<file path="src/hdl/slcd_pkg.sv">
`default_nettype none

package slcd_pkg;

  localparam logic [15:0] SYNC_WORD       = 16'h4FFF;
  localparam logic [8:0]  MAX_PAYLOAD_RST = 9'd505;
  localparam int          CHANNELS_DEF    = 4;

  localparam int CH_W     = 2;
  localparam int WORD_W   = 16;
  localparam int IDX_W    = 9;
  localparam int BYTES_W  = 10;
  localparam int TDATA_W  = 40;
  localparam int TUSER_W  = 3;

  typedef enum logic [2:0] {
    PH_HUNT = 3'd0,
    PH_LEN  = 3'd1,
    PH_SUMA = 3'd2,
    PH_SUMB = 3'd3,
    PH_DATA = 3'd4
  } phase_t;

  typedef enum logic [1:0] {
    ST_OK      = 2'd0,
    ST_BAD_SUM = 2'd1,
    ST_BAD_LEN = 2'd2
  } status_t;

  typedef struct packed {
    phase_t              phase;
    logic [IDX_W-1:0]    len;
    logic [IDX_W-1:0]    pos;
    logic [WORD_W-1:0]   exp_a;
    logic [WORD_W-1:0]   exp_b;
    logic [WORD_W-1:0]   run_a;
    logic [WORD_W-1:0]   run_b;
  } chst_t;

  typedef struct packed {
    logic [CH_W-1:0]     ch;
    logic [WORD_W-1:0]   word;
    logic [IDX_W-1:0]    idx;
    logic                has;
    logic                last;
    status_t             st;
    logic [BYTES_W-1:0]  bytes;
  } res_t;

endpackage

`default_nettype wire

</file>
<file path="src/hdl/slcd_in_reg.sv">
`default_nettype none

module slcd_in_reg (
  input  wire logic                       clk,
  input  wire logic                       rst_n,
  input  wire logic                       in_tvalid,
  output logic                            in_tready,
  input  wire logic [slcd_pkg::WORD_W-1:0] in_tdata,
  input  wire logic [slcd_pkg::CH_W-1:0]   in_tuser,
  input  wire logic                       adv,
  output logic                            v,
  output logic [slcd_pkg::CH_W-1:0]       ch,
  output logic [slcd_pkg::WORD_W-1:0]     word
);

  logic                          v_r, v_nxt;
  logic [slcd_pkg::CH_W-1:0]     ch_r;
  logic [slcd_pkg::WORD_W-1:0]   word_r;
  logic                          take;

  assign in_tready = !v_r || adv;
  assign take      = in_tvalid && in_tready;

  always_comb begin
    v_nxt = v_r;
    if (take) begin
      v_nxt = 1'b1;
    end else if (adv) begin
      v_nxt = 1'b0;
    end
  end

  always_ff @(posedge clk) begin
    if (!rst_n) begin
      v_r <= 1'b0;
    end else begin
      v_r <= v_nxt;
    end
  end

  always_ff @(posedge clk) begin
    if (take) begin
      ch_r   <= in_tuser;
      word_r <= in_tdata;
    end
  end

  assign v    = v_r;
  assign ch   = ch_r;
  assign word = word_r;

endmodule

`default_nettype wire

</file>
<file path="src/hdl/slcd_core.sv">
`default_nettype none

module slcd_core #(
  parameter int CHANNELS = slcd_pkg::CHANNELS_DEF
) (
  input  wire logic                        clk,
  input  wire logic                        rst_n,
  input  wire logic                        step,
  input  wire logic [slcd_pkg::CH_W-1:0]   ch,
  input  wire logic [slcd_pkg::WORD_W-1:0] word,
  input  wire logic [slcd_pkg::IDX_W-1:0]  max_words,
  output logic                             res_v,
  output slcd_pkg::res_t                   res
);

  slcd_pkg::chst_t  st_r [CHANNELS];
  slcd_pkg::chst_t  cur;
  slcd_pkg::chst_t  nxt;
  slcd_pkg::phase_t phase_nxt;
  logic             hit;
  logic             too_big;
  logic             is_sync;
  logic             last;
  logic [slcd_pkg::IDX_W:0]      pos1;
  logic [25:0]                   prod;
  logic [slcd_pkg::WORD_W-1:0]   p;
  logic [slcd_pkg::WORD_W-1:0]   sum_a;
  logic [slcd_pkg::WORD_W-1:0]   sum_b;
  logic [slcd_pkg::WORD_W-1:0]   init_a;

  // channel lookup; out-of-range channels miss
  always_comb begin
    cur = '0;
    hit = 1'b0;
    for (int i = 0; i < CHANNELS; i++) begin
      if (int'(ch) == i) begin
        cur = st_r[i];
        hit = 1'b1;
      end
    end
  end

  assign too_big = word > {7'd0, max_words};
  assign is_sync = word == slcd_pkg::SYNC_WORD;
  assign pos1    = {1'b0, cur.pos} + 10'd1;
  assign prod    = word * pos1;
  assign p       = prod[15:0];
  assign sum_a   = cur.run_a + p;
  assign sum_b   = cur.run_b + ~p;
  assign last    = pos1 >= {1'b0, cur.len};
  assign init_a  = slcd_pkg::SYNC_WORD + {7'd0, cur.len};

  // next phase
  always_comb begin
    unique case (cur.phase)
      slcd_pkg::PH_LEN: begin
        if (too_big) begin
          phase_nxt = is_sync ? slcd_pkg::PH_LEN : slcd_pkg::PH_HUNT;
        end else begin
          phase_nxt = slcd_pkg::PH_SUMA;
        end
      end
      slcd_pkg::PH_SUMA: phase_nxt = slcd_pkg::PH_SUMB;
      slcd_pkg::PH_SUMB: begin
        phase_nxt = (cur.len == '0) ? slcd_pkg::PH_HUNT : slcd_pkg::PH_DATA;
      end
      slcd_pkg::PH_DATA: phase_nxt = last ? slcd_pkg::PH_HUNT : slcd_pkg::PH_DATA;
      default:           phase_nxt = is_sync ? slcd_pkg::PH_LEN : slcd_pkg::PH_HUNT;
    endcase
  end

  // datapath and result
  always_comb begin
    nxt       = cur;
    nxt.phase = phase_nxt;
    res       = '0;
    res.ch    = ch;
    res.st    = slcd_pkg::ST_OK;
    res_v     = 1'b0;
    unique case (cur.phase)
      slcd_pkg::PH_LEN: begin
        if (too_big) begin
          res_v    = 1'b1;
          res.last = 1'b1;
          res.st   = slcd_pkg::ST_BAD_LEN;
        end else begin
          nxt.len = word[slcd_pkg::IDX_W-1:0];
          nxt.pos = '0;
        end
      end
      slcd_pkg::PH_SUMA: nxt.exp_a = word;
      slcd_pkg::PH_SUMB: begin
        nxt.exp_b = word;
        nxt.run_a = init_a;
        nxt.run_b = '0;
        nxt.pos   = '0;
        if (cur.len == '0) begin
          res_v    = 1'b1;
          res.last = 1'b1;
          res.st   = (init_a == cur.exp_a && word == '0) ?
                     slcd_pkg::ST_OK : slcd_pkg::ST_BAD_SUM;
        end
      end
      slcd_pkg::PH_DATA: begin
        nxt.run_a = sum_a;
        nxt.run_b = sum_b;
        res_v     = 1'b1;
        res.word  = word;
        res.idx   = cur.pos;
        res.has   = 1'b1;
        if (last) begin
          res.last = 1'b1;
          if (sum_a == cur.exp_a && sum_b == cur.exp_b) begin
            res.bytes = {cur.len, 1'b0};
          end else begin
            res.st = slcd_pkg::ST_BAD_SUM;
          end
        end else begin
          nxt.pos = pos1[slcd_pkg::IDX_W-1:0];
        end
      end
      default: ;
    endcase
    if (!hit) begin
      res_v = 1'b0;
    end
  end

  always_ff @(posedge clk) begin
    if (!rst_n) begin
      for (int i = 0; i < CHANNELS; i++) begin
        st_r[i] <= '0;
      end
    end else if (step && hit) begin
      for (int i = 0; i < CHANNELS; i++) begin
        if (int'(ch) == i) begin
          st_r[i] <= nxt;
        end
      end
    end
  end

endmodule

`default_nettype wire

</file>
<file path="src/hdl/slcd_out_reg.sv">
`default_nettype none

module slcd_out_reg (
  input  wire logic                           clk,
  input  wire logic                           rst_n,
  input  wire logic                           load,
  input  wire logic                           res_v,
  input  wire slcd_pkg::res_t                 res,
  output logic                                stall,
  output logic                                out_tvalid,
  input  wire logic                           out_tready,
  output logic [slcd_pkg::TDATA_W-1:0]        out_tdata,
  output logic                                out_tlast,
  output logic [slcd_pkg::TUSER_W-1:0]        out_tuser
);

  logic           v_r, v_nxt;
  slcd_pkg::res_t res_r;

  assign stall = v_r && !out_tready;

  always_comb begin
    v_nxt = v_r && !out_tready;
    if (load) begin
      v_nxt = res_v;
    end
  end

  always_ff @(posedge clk) begin
    if (!rst_n) begin
      v_r <= 1'b0;
    end else begin
      v_r <= v_nxt;
    end
  end

  always_ff @(posedge clk) begin
    if (load && res_v) begin
      res_r <= res;
    end
  end

  assign out_tvalid = v_r;
  assign out_tdata  = {3'd0, res_r.bytes, res_r.st, res_r.idx, res_r.word};
  assign out_tlast  = res_r.last;
  assign out_tuser  = {res_r.has, res_r.ch};

endmodule

`default_nettype wire

</file>
<file path="src/hdl/sync_length_checksum_deframer_core.sv">
`default_nettype none

// Channel  | Dir | Handshake            | Payload
// ---------+-----+----------------------+---------------------------------------------
// in_      | in  | in_tvalid/in_tready  | tdata: rx_word; tuser: channel
// out_     | out | out_tvalid/out_tready| tdata/tuser/tlast: payload word or status
// cfg_     | in  | cfg_we               | cfg_wdata: max_payload_words
//
// One input transfer per cycle unless out_ stalls. A result, for input words that yield one,
// passes the input register, then the per-channel update into the result register.
// The 16x10 multiply-add and checksum compare between the registers set the clock period.
// Synchronous active-low reset returns every channel to sync hunt, limit to 505.
// Output stall holds the result register and, behind it, the input register.

module sync_length_checksum_deframer_core #(
  parameter int CHANNELS = slcd_pkg::CHANNELS_DEF
) (
  input  wire logic                          clk,
  input  wire logic                          rst_n,
  input  wire logic                          in_tvalid,
  output logic                               in_tready,
  input  wire logic [slcd_pkg::WORD_W-1:0]   in_tdata,  // [15:0] rx_word
  input  wire logic [slcd_pkg::CH_W-1:0]     in_tuser,  // [1:0] channel
  output logic                               out_tvalid,
  input  wire logic                          out_tready,
  // [15:0] payload_word, [24:16] payload_index, [26:25] status,
  // [36:27] byte_count, [39:37] zero
  output logic [slcd_pkg::TDATA_W-1:0]       out_tdata,
  output logic                               out_tlast, // packet_end
  output logic [slcd_pkg::TUSER_W-1:0]       out_tuser, // [1:0] out_channel, [2] has_payload
  input  wire logic                          cfg_we,
  input  wire logic [slcd_pkg::IDX_W-1:0]    cfg_wdata
);

  logic [slcd_pkg::IDX_W-1:0]  max_r;
  logic                        in_v;
  logic [slcd_pkg::CH_W-1:0]   in_ch;
  logic [slcd_pkg::WORD_W-1:0] in_word;
  logic                        adv;
  logic                        stall;
  logic                        res_v;
  slcd_pkg::res_t              res;

  always_ff @(posedge clk) begin
    if (!rst_n) begin
      max_r <= slcd_pkg::MAX_PAYLOAD_RST;
    end else if (cfg_we) begin
      max_r <= cfg_wdata;
    end
  end

  assign adv = in_v && !stall;

  slcd_in_reg u_in (
    .clk       (clk),
    .rst_n     (rst_n),
    .in_tvalid (in_tvalid),
    .in_tready (in_tready),
    .in_tdata  (in_tdata),
    .in_tuser  (in_tuser),
    .adv       (adv),
    .v         (in_v),
    .ch        (in_ch),
    .word      (in_word)
  );

  slcd_core #(
    .CHANNELS (CHANNELS)
  ) u_core (
    .clk       (clk),
    .rst_n     (rst_n),
    .step      (adv),
    .ch        (in_ch),
    .word      (in_word),
    .max_words (max_r),
    .res_v     (res_v),
    .res       (res)
  );

  slcd_out_reg u_out (
    .clk        (clk),
    .rst_n      (rst_n),
    .load       (adv),
    .res_v      (res_v),
    .res        (res),
    .stall      (stall),
    .out_tvalid (out_tvalid),
    .out_tready (out_tready),
    .out_tdata  (out_tdata),
    .out_tlast  (out_tlast),
    .out_tuser  (out_tuser)
  );

endmodule

`default_nettype wire

</file>
<file path="config.mk">
export PLATFORM = sky130hd
export DESIGN_NAME = sync_length_checksum_deframer_core
export DESIGN_NICKNAME = d
export VERILOG_FILES = /design/src/hdl/slcd_pkg.sv /design/src/hdl/slcd_in_reg.sv /design/src/hdl/slcd_core.sv /design/src/hdl/slcd_out_reg.sv /design/src/hdl/sync_length_checksum_deframer_core.sv
export SDC_FILE = /design/constraint.sdc
export NUM_CORES = 1
export LEC_CHECK = 0
export BUFFER_PORTS_ARGS = -buffer_cell sky130_fd_sc_hd__buf_4
export CAP_MARGIN = 20
export CORE_ASPECT_RATIO = 0.9
export CORE_MARGIN = 4
export CORE_UTILIZATION = 45
export CTS_CLUSTER_DIAMETER = 80
export CTS_CLUSTER_SIZE = 30
export DETAILED_ROUTE_END_ITERATION = 16
export GPL_TIMING_DRIVEN = 1
export PLACE_DENSITY = 0.67
export SLEW_MARGIN = 25
export SYNTH_ARGS = -nofsm -noshare
export SYNTH_HDL_FRONTEND = slang
export SYNTH_SLANG_ARGS = --single-unit
</file>
<file path="constraint.sdc">
create_clock -name clk -period 12.3 [get_ports clk]
set_input_delay 1.23 -clock clk [delete_from_list [all_inputs] [get_ports clk]]
set_output_delay 1.23 -clock clk [all_outputs]
set_load 0.05 [all_outputs]
</file>
==> results.md <==
- Run status: complete, no violations
- Placed instance area: between 0.02 and 0.03 sq mm
- #FFs+latches synth: slightly above 400
- Largest net degree at the start of global routing: 86
- Final nets: between 2000 and 2500
- N_diodes: 0
- Die width: about 250 microns
- Max-Slew Margin vs Limit: 0.328
- H-tree level count: 1
- Post_cts resized: 0
- PwrDens: 255 mW/mm^2
- Hold-fix buffers at CTS: 0
- Crit-path slowest cell: xor2_1
- Synth Area per Inst: 12.0 sq um
- All-Layer GR Usage: 0.222
- Flop-to-flop setup slack: ~1800 ps
- Final WL: between 60 and 70 mm
- Buf/Inv on CP: 6
- Hold path start: max_r[0]$_SDFFE_PN1P_
- DIE HEIGHT: between 200 and 250 microns
- Residual DRC: 0
- Routed vias: ~16000
- Unique masters post-synth: between 70 and 80
- Critical path startpoint category: flop
- TritonCTS clock tree: done
- Met1 Use GR: 0.305
- Initial antenna violation count: 1
- HPWL after DPL: between 40 and 50 mm
- Post-Layout Cell Count: around 2700
- Initial DRC Count: approximately 1700
- Max Cap Violations: 0
- Clock-pin slew on the worst setup and hold paths: about 100 ps
- Inserted Clock Buffers: 21
- Fillers: 4536
- Peak VDD IR: approximately 320 uV
- WL per Instance: 23.6 microns
- Final Max Tran Viols: 0
- Arrival time at the worst endpoint: between 10000 and 15000 ps
- Fraction of post-synthesis cell area in the top cell type by area: 0.503
- Met3 usage: 0.0390
- Max stage delay on crit path: 660 ps
- Clock buffer depth: 3
- DR pass1 iterations: 5
- Clock Skews: approximately 44 ps
- Hold worst-path end: max_r[0]$_SDFFE_PN1P_
- Busiest layer in global routing: met2
- Num rows: between 70 and 80
- Initial Util: 0.457
- Die area: ~0.057 sq mm
- Worst path most repeated cell: inv_1
- Area contributors post-synth: edfxtp_1 50%, mux4_2 7.9%, fa_1 6.1%, nor2_1 5.6%, ha_1 4.3%
- RSZ-0062 raised after global routing: false
- Largest delay share family, worst path: adder cells
- Hold WS: between 400 and 500 ps
- Worst-margin pin slew: 1010 ps
- Design Area, Final: ~0.026 sq mm
- Area growth from synthesis to layout: 8.62%
- Met2 Use GR: 0.369
- Post-synth top flop: edfxtp_1
- EDFF count, synth: roughly 400
- Post-CTS Setup Repair Bufs: 0
- Routability Congestion: between 0.9 and 1
- Setup TNS: 0 ps
- Ys async rst share: 0
- Syn Inst Count: 1973
- GRT Residual Overflow: 0
- Vias in the first global route: between 15000 and 20000
- Syn. warnings: 0
- Min Tclk post-route: 10450 ps
- Clock Sinks: between 400 and 500
- Worst hold path class: flop to flop
- Highest clock rate: roughly 96 MHz
- Clock root buffer: clkbuf_16
- Fin crit share: 0.850
- Critical R2R Capture: u_out.out_tdata[35]$_SDFFCE_PN0P_
- Final Setup Violations: 0
- Number of nets still failing antenna checks after routing: 0
- Reg2Reg Depth: 32
- Core box area: just over 0.05 sq mm
- Req. time, crit path: 12740 ps
- Placed Cells: around 2700
- Crit path capture type: flop
- # IOs: 78
- IO Port Bufs: 73
- Fin. Hold Viols: 0
- Mapped cell area: between 0.02 and 0.025 sq mm
- Sequential cell area fraction in the yosys report: 0.512
- First-pass GRT wire length: 97.3 mm
- Worst Path Max Fanout: 17
- Post-synth top area cell: edfxtp_1
- Clock Latency Late Sink: just under 600 ps
- Util after Layout: 0.496
- Routed vias/inst: a little under 6
- Kind of critical path: flop to flop
- Share of cells above drive strength 1: 0.131
- Worst r2r src: u_in.ch[1]$_DFFE_PP_
- Hold depth: 2
- P_leak: just under 10 nW
-- through the flow --
stage | power [mW] | setup slack (ps)
floorplan | 4.82 | 3130
global placement | 5.59 | 2300
detailed placement | 5.68 | 2080
CTS | 6.53 | 1990
global route | 7.04 | 1090
finish | 6.58 | 1850
-- cell type report --
cell class,instances,area [sq um],share of cell area
sequential,409,12200,0.472
multi-input combinational,1333,10800,0.418
tap,688,861,0.0334
timing repair buffer,110,838,0.0325
clock buffer,22,529,0.0205
inverter,119,447,0.0173
clock inverter,14,166,0.00645
-- flip-flops by register name (all words and copies together), names as in the netlist --
register	count
u_in.ch	2
u_out.out_tvalid	1
u_out.out_tuser	3
u_out.out_tdata	36
max_r	9
u_in.v	1
u_core.st_r	340
u_in.word	16
u_out.out_tlast	1
-- tightest hold or removal path, stage by stage, from the launching register on --
cell	delay (ps)
dfxtp_1	340
mux2i_1	70
nand2_1	60
-- cells in the mapped netlist, types with 41 or more instances --
cell type	count
a21oi_1	44
and2_1	86
clkbuf_1	85
edfxtp_1	398
fa_1	72
ha_1	81
inv_1	117
mux2i_1	49
mux4_2	83
nand2_1	119
nor2_1	356
o21ai_0	41
xnor2_1	61
-- metal layers --
metal,part of all wire,vias up
met2,0.48,727
met5,0,-
met4,0.030,0
met3,0.085,96
met1,0.41,8016
li1,-,7090
-- layout by cell type (no fill, tap or decap), types with 13 or more instances in the layout --
cell type	n
and2_1	85
nor2b_1	18
o21ai_0	39
mux2i_1	49
xnor2_1	61
a22oi_1	18
nor3_1	18
edfxtp_1	398
buf_4	109
nand3_1	22
nor2_1	354
ha_1	81
clkbuf_16	21
nand2_1	115
inv_1	117
xor2_1	39
mux4_2	83
fa_1	72
a21o_1	25
nand4_1	13
a21oi_1	43
o211ai_1	23
-- logic make-up (layout without fill, tap and decap cells) --
kind of cell,Yosys count,count (layout),share of synthesized area
AOI/OAI and AO/OA,237,237,0.0680
adders and majority gates,153,153,0.103
other,1,4,0.000158
buffers and inverters,234,265,0.0389
muxes,135,135,0.101
DFF,409,409,0.512
xor gates and xnor gates,107,107,0.0429
and+or+nand+nor,697,697,0.134
-- report_power, final --
part / internal, mW / switching (mW) / total, mW / leakage, nW
sequential: 1.60 / 0.0221 / 1.62 / 4.18
combinational: 1.70 / 2.44 / 4.13 / 5.19
clock: 0.341 / 0.489 / 0.830 / 0.341
-- worst max path at each step --
stage,end,depth (start not counted),start
6_report,u_out.out_tdata[35]$_SDFFCE_PN0P_,32,u_in.ch[1]$_DFFE_PP_
5_1_grt,u_out.out_tdata[29]$_SDFFCE_PN0P_,31,u_in.ch[1]$_DFFE_PP_
4_1_cts,u_out.out_tdata[35]$_SDFFCE_PN0P_,32,u_in.ch[1]$_DFFE_PP_
3_5_place_dp,u_out.out_tdata[29]$_SDFFCE_PN0P_,33,u_in.ch[1]$_DFFE_PP_
3_3_place_gp,u_out.out_tdata[30]$_SDFFCE_PN0P_,32,u_in.ch[1]$_DFFE_PP_
2_1_floorplan,u_core.st_r[1][0]$_SDFFCE_PN0P_,9,u_in.ch[0]$_DFFE_PP_
Power figures use the tool's default switching activity.
